<file path="src/rtl/tnss_pkg.sv">
// Package for the top-N score selector: word types, list entry type, fixed widths.
// No dependencies; used by every module in rtl/.
`default_nettype none

package tnss_pkg;

    // Fixed field widths
    localparam int SCORE_W = 32;
    localparam int POS_W   = 6;
    localparam int CW_W    = 4;

    // Reset value of the count_wanted register
    localparam logic [CW_W-1:0] CW_RESET = 4'd5;

    // One input word
    typedef struct packed {
        logic signed [SCORE_W-1:0] score;
        logic                      last;
    } in_word_t;

    // One result word
    typedef struct packed {
        logic [POS_W-1:0]          position;
        logic signed [SCORE_W-1:0] best_score;
        logic                      last_of_run;
    } out_word_t;

    // One kept list entry
    typedef struct packed {
        logic [POS_W-1:0]          position;
        logic signed [SCORE_W-1:0] score;
    } entry_t;

endpackage

`default_nettype wire

</file>
<file path="src/rtl/top_n_score_selector_unit.sv">
// Top level of the streaming top-N score selector: a chain of tnss_cell slots
// holding the sorted list and a tnss_out_buf that sends the results. Uses tnss_pkg.
//
//   port group   dir   payload              notes
//   s_*          in    tnss_pkg::in_word_t  one vector element per word
//   m_*          out   tnss_pkg::out_word_t one reported entry per word
//   cfg_*        in    count_wanted [3:0]   always ready
//
// One element is taken per cycle; each slot compares and shifts as it is taken.
// Results start the cycle after the last element, one per cycle while m_ready is high.
// A last element waits in s_ready low until the previous vector's results are sent.
// Output stalls do not block non-last elements. Reset is synchronous (aresetn low);
// it empties the list at once, no clearing pass.
`default_nettype none

module top_n_score_selector_unit #(
    parameter int TOP_N   = 8,
    parameter int MAX_LEN = 64
) (
    input  wire logic                          aclk,
    input  wire logic                          aresetn,
    input  wire logic                          s_valid,
    output logic                               s_ready,
    input  wire tnss_pkg::in_word_t            s_data,
    output logic                               m_valid,
    input  wire logic                          m_ready,
    output tnss_pkg::out_word_t                m_data,
    input  wire logic                          cfg_valid,
    output logic                               cfg_ready,
    input  wire logic [tnss_pkg::CW_W-1:0]     cfg_data
);

    localparam int CNT_W = $clog2(TOP_N + 1);
    localparam int EC_W  = $clog2(MAX_LEN + 1);

    logic [tnss_pkg::CW_W-1:0] cw_reg;
    logic [CNT_W-1:0]          kc_reg;
    logic [CNT_W-1:0]          kc_next;
    logic [EC_W-1:0]           ec_reg;
    logic [EC_W-1:0]           ec_next;
    logic [CNT_W-1:0]          want;
    logic [CNT_W-1:0]          emit_cnt;
    logic                      accept;
    logic                      accept_last;
    logic                      ins;
    logic                      buf_idle;
    tnss_pkg::entry_t          new_entry;
    tnss_pkg::entry_t          cell_entry [TOP_N];
    tnss_pkg::entry_t          cell_next  [TOP_N];
    logic [TOP_N-1:0]          cell_take;
    logic [TOP_N-1:0]          cell_valid;

    // Handshakes
    assign cfg_ready   = 1'b1;
    assign s_ready     = !s_data.last || buf_idle;
    assign accept      = s_valid && s_ready;
    assign accept_last = accept && s_data.last;
    assign ins         = accept && (ec_reg < EC_W'(MAX_LEN));

    // Configuration register
    always_ff @(posedge aclk) begin
        if (!aresetn) begin
            cw_reg <= tnss_pkg::CW_RESET;
        end else if (cfg_valid && cfg_ready) begin
            cw_reg <= cfg_data;
        end
    end

    // Element counter, saturating at MAX_LEN
    always_comb begin
        ec_next = ec_reg;
        if (accept_last) begin
            ec_next = '0;
        end else if (ins) begin
            ec_next = ec_reg + EC_W'(1);
        end
    end

    // Kept count after this word's insertion
    always_comb begin
        kc_next = kc_reg;
        if (ins && int'(kc_reg) < TOP_N) begin
            kc_next = kc_reg + CNT_W'(1);
        end
    end

    always_ff @(posedge aclk) begin
        if (!aresetn) begin
            ec_reg <= '0;
            kc_reg <= '0;
        end else begin
            ec_reg <= ec_next;
            kc_reg <= accept_last ? '0 : kc_next;
        end
    end

    // Clamp count_wanted to 1..TOP_N, then limit to what is kept
    always_comb begin
        if (cw_reg == '0) begin
            want = CNT_W'(1);
        end else if (int'(cw_reg) > TOP_N) begin
            want = CNT_W'(TOP_N);
        end else begin
            want = CNT_W'(cw_reg);
        end
        emit_cnt = (kc_next < want) ? kc_next : want;
    end

    assign new_entry.position = tnss_pkg::POS_W'(ec_reg);
    assign new_entry.score    = s_data.score;

    // Chain of list slots, best score in slot 0
    for (genvar i = 0; i < TOP_N; i++) begin : g_cell
        if (i == 0) begin : g_head
            tnss_cell u_cell (
                .aclk       (aclk),
                .aresetn    (aresetn),
                .ins        (ins),
                .clr        (accept_last),
                .new_entry  (new_entry),
                .prev_take  (1'b0),
                .prev_valid (1'b0),
                .prev_entry ('0),
                .take       (cell_take[i]),
                .valid      (cell_valid[i]),
                .entry      (cell_entry[i]),
                .entry_next (cell_next[i])
            );
        end else begin : g_body
            tnss_cell u_cell (
                .aclk       (aclk),
                .aresetn    (aresetn),
                .ins        (ins),
                .clr        (accept_last),
                .new_entry  (new_entry),
                .prev_take  (cell_take[i-1]),
                .prev_valid (cell_valid[i-1]),
                .prev_entry (cell_entry[i-1]),
                .take       (cell_take[i]),
                .valid      (cell_valid[i]),
                .entry      (cell_entry[i]),
                .entry_next (cell_next[i])
            );
        end
    end

    // Result buffer, loaded with the updated list on the last element
    tnss_out_buf #(
        .TOP_N (TOP_N),
        .CNT_W (CNT_W)
    ) u_out_buf (
        .aclk         (aclk),
        .aresetn      (aresetn),
        .load         (accept_last),
        .load_cnt     (emit_cnt),
        .load_entries (cell_next),
        .idle         (buf_idle),
        .m_valid      (m_valid),
        .m_ready      (m_ready),
        .m_data       (m_data)
    );

    // Valid slots always form a contiguous run from slot 0
    a_valid_packed: assert property (@(posedge aclk) disable iff (!aresetn)
        (cell_valid & (cell_valid + TOP_N'(1))) == '0)
        else $error("list slots not contiguous");

    // Kept count matches the number of valid slots
    a_count_match: assert property (@(posedge aclk) disable iff (!aresetn)
        $countones(cell_valid) == int'(kc_reg))
        else $error("kept count out of step with slots");

    // A last element always produces results next cycle and empties the list
    a_last_emits: assert property (@(posedge aclk) disable iff (!aresetn)
        accept_last |=> m_valid && (kc_reg == '0) && (ec_reg == '0))
        else $error("last element did not start results");

endmodule

`default_nettype wire

</file>
<file path="src/rtl/tnss_cell.sv">
// One slot of the sorted top-N list; compares the incoming score against its own
// and either keeps, takes the new entry, or takes its upper neighbor's entry. Uses tnss_pkg.
`default_nettype none

module tnss_cell (
    input  wire logic            aclk,
    input  wire logic            aresetn,
    input  wire logic            ins,         // insert new_entry this cycle
    input  wire logic            clr,         // vector done, empty the slot
    input  wire tnss_pkg::entry_t new_entry,
    input  wire logic            prev_take,   // upper neighbor takes a new value
    input  wire logic            prev_valid,
    input  wire tnss_pkg::entry_t prev_entry,
    output logic                 take,
    output logic                 valid,
    output tnss_pkg::entry_t     entry,
    output tnss_pkg::entry_t     entry_next
);

    logic             valid_reg;
    logic             valid_next;
    tnss_pkg::entry_t entry_reg;

    // Strictly greater wins, so an equal score stays behind the earlier one
    assign take = !valid_reg || (entry_reg.score < new_entry.score);

    // Slot update: shift down from neighbor, take new, or hold
    always_comb begin
        entry_next = entry_reg;
        valid_next = valid_reg;
        if (ins) begin
            if (prev_take) begin
                entry_next = prev_entry;
                valid_next = prev_valid;
            end else if (take) begin
                entry_next = new_entry;
                valid_next = 1'b1;
            end
        end
    end

    always_ff @(posedge aclk) begin
        if (!aresetn) begin
            valid_reg <= 1'b0;
        end else begin
            valid_reg <= clr ? 1'b0 : valid_next;
        end
    end

    always_ff @(posedge aclk) begin
        entry_reg <= entry_next;
    end

    assign valid = valid_reg;
    assign entry = entry_reg;

endmodule

`default_nettype wire

</file>
<file path="src/rtl/tnss_out_buf.sv">
// Result buffer for the top-N selector: loads the finished list in parallel
// and shifts it out one word per handshake. Uses tnss_pkg.
`default_nettype none

module tnss_out_buf #(
    parameter int TOP_N = 8,
    parameter int CNT_W = 4
) (
    input  wire logic             aclk,
    input  wire logic             aresetn,
    input  wire logic             load,
    input  wire logic [CNT_W-1:0] load_cnt,
    input  wire tnss_pkg::entry_t load_entries [TOP_N],
    output logic                  idle,
    output logic                  m_valid,
    input  wire logic             m_ready,
    output tnss_pkg::out_word_t   m_data
);

    logic [CNT_W-1:0] cnt_reg;
    logic [CNT_W-1:0] cnt_next;
    tnss_pkg::entry_t slot_reg [TOP_N];
    logic             pop;

    assign pop = m_valid && m_ready;

    // Words left to send
    always_comb begin
        cnt_next = cnt_reg;
        if (load) begin
            cnt_next = load_cnt;
        end else if (pop) begin
            cnt_next = cnt_reg - CNT_W'(1);
        end
    end

    always_ff @(posedge aclk) begin
        if (!aresetn) begin
            cnt_reg <= '0;
        end else begin
            cnt_reg <= cnt_next;
        end
    end

    // Slots: parallel load, shift toward slot 0 on each pop
    for (genvar i = 0; i < TOP_N; i++) begin : g_slot
        always_ff @(posedge aclk) begin
            if (load) begin
                slot_reg[i] <= load_entries[i];
            end else if (pop) begin
                if (i + 1 < TOP_N) begin
                    slot_reg[i] <= slot_reg[(i + 1) % TOP_N];
                end
            end
        end
    end

    assign idle                = (cnt_reg == '0);
    assign m_valid             = !idle;
    assign m_data.position     = slot_reg[0].position;
    assign m_data.best_score   = slot_reg[0].score;
    assign m_data.last_of_run  = (cnt_reg == CNT_W'(1));

    // Count never exceeds the list depth
    a_cnt_range: assert property (@(posedge aclk) disable iff (!aresetn)
        int'(cnt_reg) <= TOP_N)
        else $error("result count above list depth");

    // A load only happens into an empty buffer
    a_load_idle: assert property (@(posedge aclk) disable iff (!aresetn)
        load |-> idle)
        else $error("result buffer loaded while busy");

    // A stalled word holds
    a_hold: assert property (@(posedge aclk) disable iff (!aresetn)
        m_valid && !m_ready |=> m_valid && $stable(cnt_reg))
        else $error("result dropped under stall");

endmodule

`default_nettype wire

</file>
<file path="config.mk">
export PLATFORM = sky130hd
export DESIGN_NAME = top_n_score_selector_unit
export DESIGN_NICKNAME = d
export VERILOG_FILES = /design/src/rtl/tnss_pkg.sv /design/src/rtl/top_n_score_selector_unit.sv /design/src/rtl/tnss_cell.sv /design/src/rtl/tnss_out_buf.sv
export SDC_FILE = /design/constraint.sdc
export NUM_CORES = 1
export LEC_CHECK = 0
export BUFFER_PORTS_ARGS = -buffer_cell sky130_fd_sc_hd__buf_2
export CAP_MARGIN = 20
export CORE_AREA = 2 2 299 301
export CTS_BUF_LIST = sky130_fd_sc_hd__clkbuf_8
export CTS_CLUSTER_SIZE = 28
export DETAILED_ROUTE_END_ITERATION = 6
export DIE_AREA = 0 0 301 303
export GPL_TIMING_DRIVEN = 0
export SLEW_MARGIN = 20
export SYNTH_ARGS = -nofsm -noshare
export SYNTH_HDL_FRONTEND = slang
export SYNTH_HIERARCHICAL = 1
export SYNTH_SLANG_ARGS = --single-unit
</file>
<file path="constraint.sdc">
create_clock -name aclk -period 7.35 [get_ports aclk]
set_input_delay 0.735 -clock aclk [delete_from_list [all_inputs] [get_ports aclk]]
set_output_delay 0.735 -clock aclk [all_outputs]
set_load 0.01 [all_outputs]
</file>
* After elaboration in Yosys (flattened, before gate mapping)
Memories as Yosys holds them, arrays and structs flattened.
Cells that the tools add are included.
** Word-level totals
- RAM bits :: 304
- Memories kept :: 1
- Output and inout bits :: 42
- Flip-flop bits (word level) :: 331
- Word-level logic and storage cells :: 151
** Operators by class
- Bitwise operators :: 8
- Equal/unequal tests :: 1
- Reductions and logical operators :: 43
- Mux-type cells :: 55
- Add/sub/neg operators :: 3
- Order comparisons :: 12
** Memory list
- u_out_buf.slot_reg :: words 8, bits a word 38, rd ports 8, clocked after memory_dff 0, wr ports 8, line tnss_out_buf.sv:22 : tnss_pkg::entry_t slot_reg [TOP_N];
** Operator list (number)
- 2-to-1 mux 38 bit :: 30
- < comparator 32 bit :: 8
- 2-to-1 mux 4 bit :: 6
- 2-to-1 mux 1 bit :: 19
- AND reduction 2 bit :: 8
- nonzero test 2 bit :: 8
- logical NOT 1 bit :: 10
- logical OR 1 bit :: 9
- logical NOT 4 bit :: 2
- adder 7 x 1 -> 7 bit (second input constant) :: 1
- < comparator 7 bit (second input constant) :: 1
- bitwise OR 1 bit :: 7
- logical AND 1 bit :: 5
- adder 4 x 1 -> 4 bit (second input constant) :: 1
- equality test 4 x 1 -> 1 bit (second input constant) :: 1
- > comparator 4 bit (second input constant) :: 1
- < comparator 4 bit :: 1
- < comparator 4 bit (second input constant) :: 1
- subtractor 4 x 1 -> 4 bit (second input constant) :: 1
- OR reduction 2 bit :: 1
- inverter 1 bit :: 1

* Depth between registers and ports, before layout
- Depth in word-level cells :: 9
- Gate-level depth with buffers :: 17
- Mapped depth without buffers :: 16

* Cells and area by module
Netlist, hierarchy kept.
** Modules (own cells, without submodules)
- tnss_cell :: area each 3078.0 µm², cells an instance 350, times used 8, sequential area each 780.7 µm²
- tnss_out_buf :: area each 13937.1 µm², cells an instance 676, times used 1, sequential area each 9208.8 µm²
- top_n_score_selector_unit :: area each 793.3 µm², cells an instance 87, times used 1, sequential area each 300.3 µm²

* Worst setup path after synthesis
Ideal clock, no wire load.
- Path kind :: register to register
- Start point :: register u_out_buf.cnt_reg[0]
- End point :: memory u_out_buf/slot_reg[0][0] in the netlist's numbering, enable pin
- Path buffers :: 2
- Setup slack :: -0.771 ns
- Setup time :: 0.627 ns
- Stages on the path, launching flop included :: 9
- Arrival time :: 7.494 ns
- Path through :: dfxtp_1 > inv_1 > ha_1 > or3b_1 > buf_4 > inv_2 > and3_2 > clkbuf_1 > a21o_1
** RTL lines
- start, declared :: line tnss_out_buf.sv:20 : logic [CNT_W-1:0] cnt_reg;
- start signal, assigned :: line tnss_out_buf.sv:41 : cnt_reg <= cnt_next;
- end, declared :: line tnss_out_buf.sv:22

==> flow_summary_export.csv <==
group,metric,value,unit
outcome,status,"complete, no violations",
detailed_routing,vias,27598,
critical_path,r2r_cells,13,
floorplan,num_io_pins,84,
cells_and_area,syn_to_final_growth,11.6,%
floorplan,die_y,303,um
critical_path,worstReg2RegStart,"g_cell[0].g_head.u_cell/entry[31]",
logic_synthesis,ys.warnings.count,6,
detailed_routing,firstDrtPassIters,5,
critical_path,crit_type,"input pin to flip-flop",
critical_path,end_kind,"flip-flop",
clocking,htreeDepth,3,
detailed_routing,wl,105,mm
detailed_routing,avgViaCountPerCell,5.45,
detailed_routing,postRouteAntennaNets,0,
timing,fin_tns_setup,0,ps
logic_synthesis,avgSynthCellArea,11.0,um^2
clocking,ctsHoldBuffers,0,
pwr,power,19.4,mW
placed_design,port_buffers,80,
cells_and_area,instances_no_fill,5068,
timing,max_slew_margin,43.7,%
timing,finalHoldViolations,0,
critical_path,startpoint,"s_data[26]",
timing,tightest_slew,844,ps
detailed_routing,drc,0,
cells_and_area,layout-drive-gt1-share,22.8,%
grt,antenna_found_initial,1,
floorplan,rows,109,
clocking,cts_buffer_depth,3,
critical_path,critPathMaxFanout,10,
floorplan,dieArea,91200,um^2
timing,period_share,64.9,%
clocking,tritoncts,"yes",
clocking,numCtsBuffers,112,
critical_path,arrival,5250,ps
critical_path,cp.required,7820,ps
grt,grt_pass1_wl,163,mm
timing,fin_skew,29.2,ps
timing,maxSlewViolCount,0,
critical_path,r2r-end,"u_out_buf/slot_reg[0][39]",
hold_path,hold_class,"input pin to flip-flop",
logic_synthesis,syn_inst,3562,
grt,grt_max_degree,57,
cells_and_area,largest_reg_flops,304,
floorplan,core_area,88000,um^2
timing,rsz0062_at_grt,"no",
timing,setup_viol,0,
critical_path,crit_end,"u_out_buf/slot_reg[0][39]",
timing,clock.fmax,0.209,GHz
pwr,leakage,17.7,nW
pwr,power_density,443,nW/um^2
cells_and_area,final_area,43900,um^2
clocking,clk_latency,730,ps
grt,track_usage,23.0,%
job,max-cap-violations,0,
placed_design,dp.cells,4861,
placed_design,dp_worst_setup_slack,1910,ps
cells_and_area,nets,4107,
grt,overflow,0,
detailed_routing,drt_iter0_markers,1768,
clocking,clockRootBuffer,"clkbuf_8",
clocking,postCtsSetupBuffers,0,
floorplan,start_util,44.7,%
clocking,clkSinkCount,635,
floorplan,die_w,301,um
critical_path,cp-start-kind,"input pin",
placed_design,place_congestion,0.892,
placed_design,dp_hpwl,84.0,mm
logic_synthesis,synthesis.area,39400,um^2
pwr,ir_worst_vdd,0.000182,V
critical_path,reg2reg_slack,2690,ps
detailed_routing,post_drt_wl_per_cell,20.8,um
placed_design,place_area,41600,um^2
timing,fin_crit,4770,ps
clocking,clkTransAtPathRegs,70,ps
clocking,post_cts_resized,0,
timing,worst_slack,2580,ps
grt,grt_pass1_vias,28047,
[stage by stage]
| stage | util (%) | hold slack (ps) |
|---|---|---|
| floorplan | - | 434 |
| global placement | 47.0 | 460 |
| detailed placement | 47.3 | 483 |
| CTS | 49.9 | 191 |
| global route | 49.9 | 243 |
| finish | 49.9 | 257 |
[layout make-up]
class,count,area (um^2)
plain buffers,290,1610
well taps,1165,1460
inverters,329,1230
repair buffers,91,606
flip-flops and latches,635,15800
clock buffers,133,1830
multi-input cells,2351,20900
fillers,7999,44000
diodes,1,2.50
clock inverters,73,492
[placed cells by master, fill, tap and decap left out, drive strengths merged, types with 209 or more instances in the layout]
cell / instances
buf: 209
inv: 370
clkbuf: 305
a21oi: 411
mux2: 266
dfxtp: 331
edfxtp: 304
o311ai: 288
nand4b: 304
ha: 255
nor2b: 324
[metal layers]
layer | vias up | global-route usage (%) | part of all wire, %
met2 | 581 | 39.1 | 48
li1 | 13871 | - | -
met5 | - | 0 | 0
met4 | 0 | 8.67 | 3.2
met1 | 12961 | 30.1 | 46
met3 | 185 | 2.46 | 3.5
[worst min-delay path by stage]
stage | from | end | depth (start not counted)
4_1_cts | cfg_data[2] | cw_reg[2] | 3
3_5_place_dp | cw_reg[0] | cw_reg[0] | 2
6_report | cfg_data[2] | cw_reg[2] | 3
3_3_place_gp | cw_reg[0] | cw_reg[0] | 2
2_1_floorplan | cw_reg[0] | cw_reg[0] | 2
5_1_grt | cfg_data[0] | cw_reg[0] | 3
[worst max-delay path, cell delays in order]
cell	delay, ps
buf_2	290
inv_1	150
ha_1	340
a21oi_1	290
o22ai_1	130
o21ai_1	410
o2111ai_1	320
clkbuf_1	350
and2_1	300
inv_1	210
buf_1	560
clkbuf_1	420
nand4b_1	170
o311ai_0	200
mux2_4	340
[where the power goes]
group          internal, mW  total [mW]  switching (mW)  leakage (nW)
Sequential             5.89        7.04            1.15          5.70
Clock                  1.88        3.40            1.52          1.35
Combinational          4.17        8.99            4.83          10.7
(Power assumes the default switching activity.)
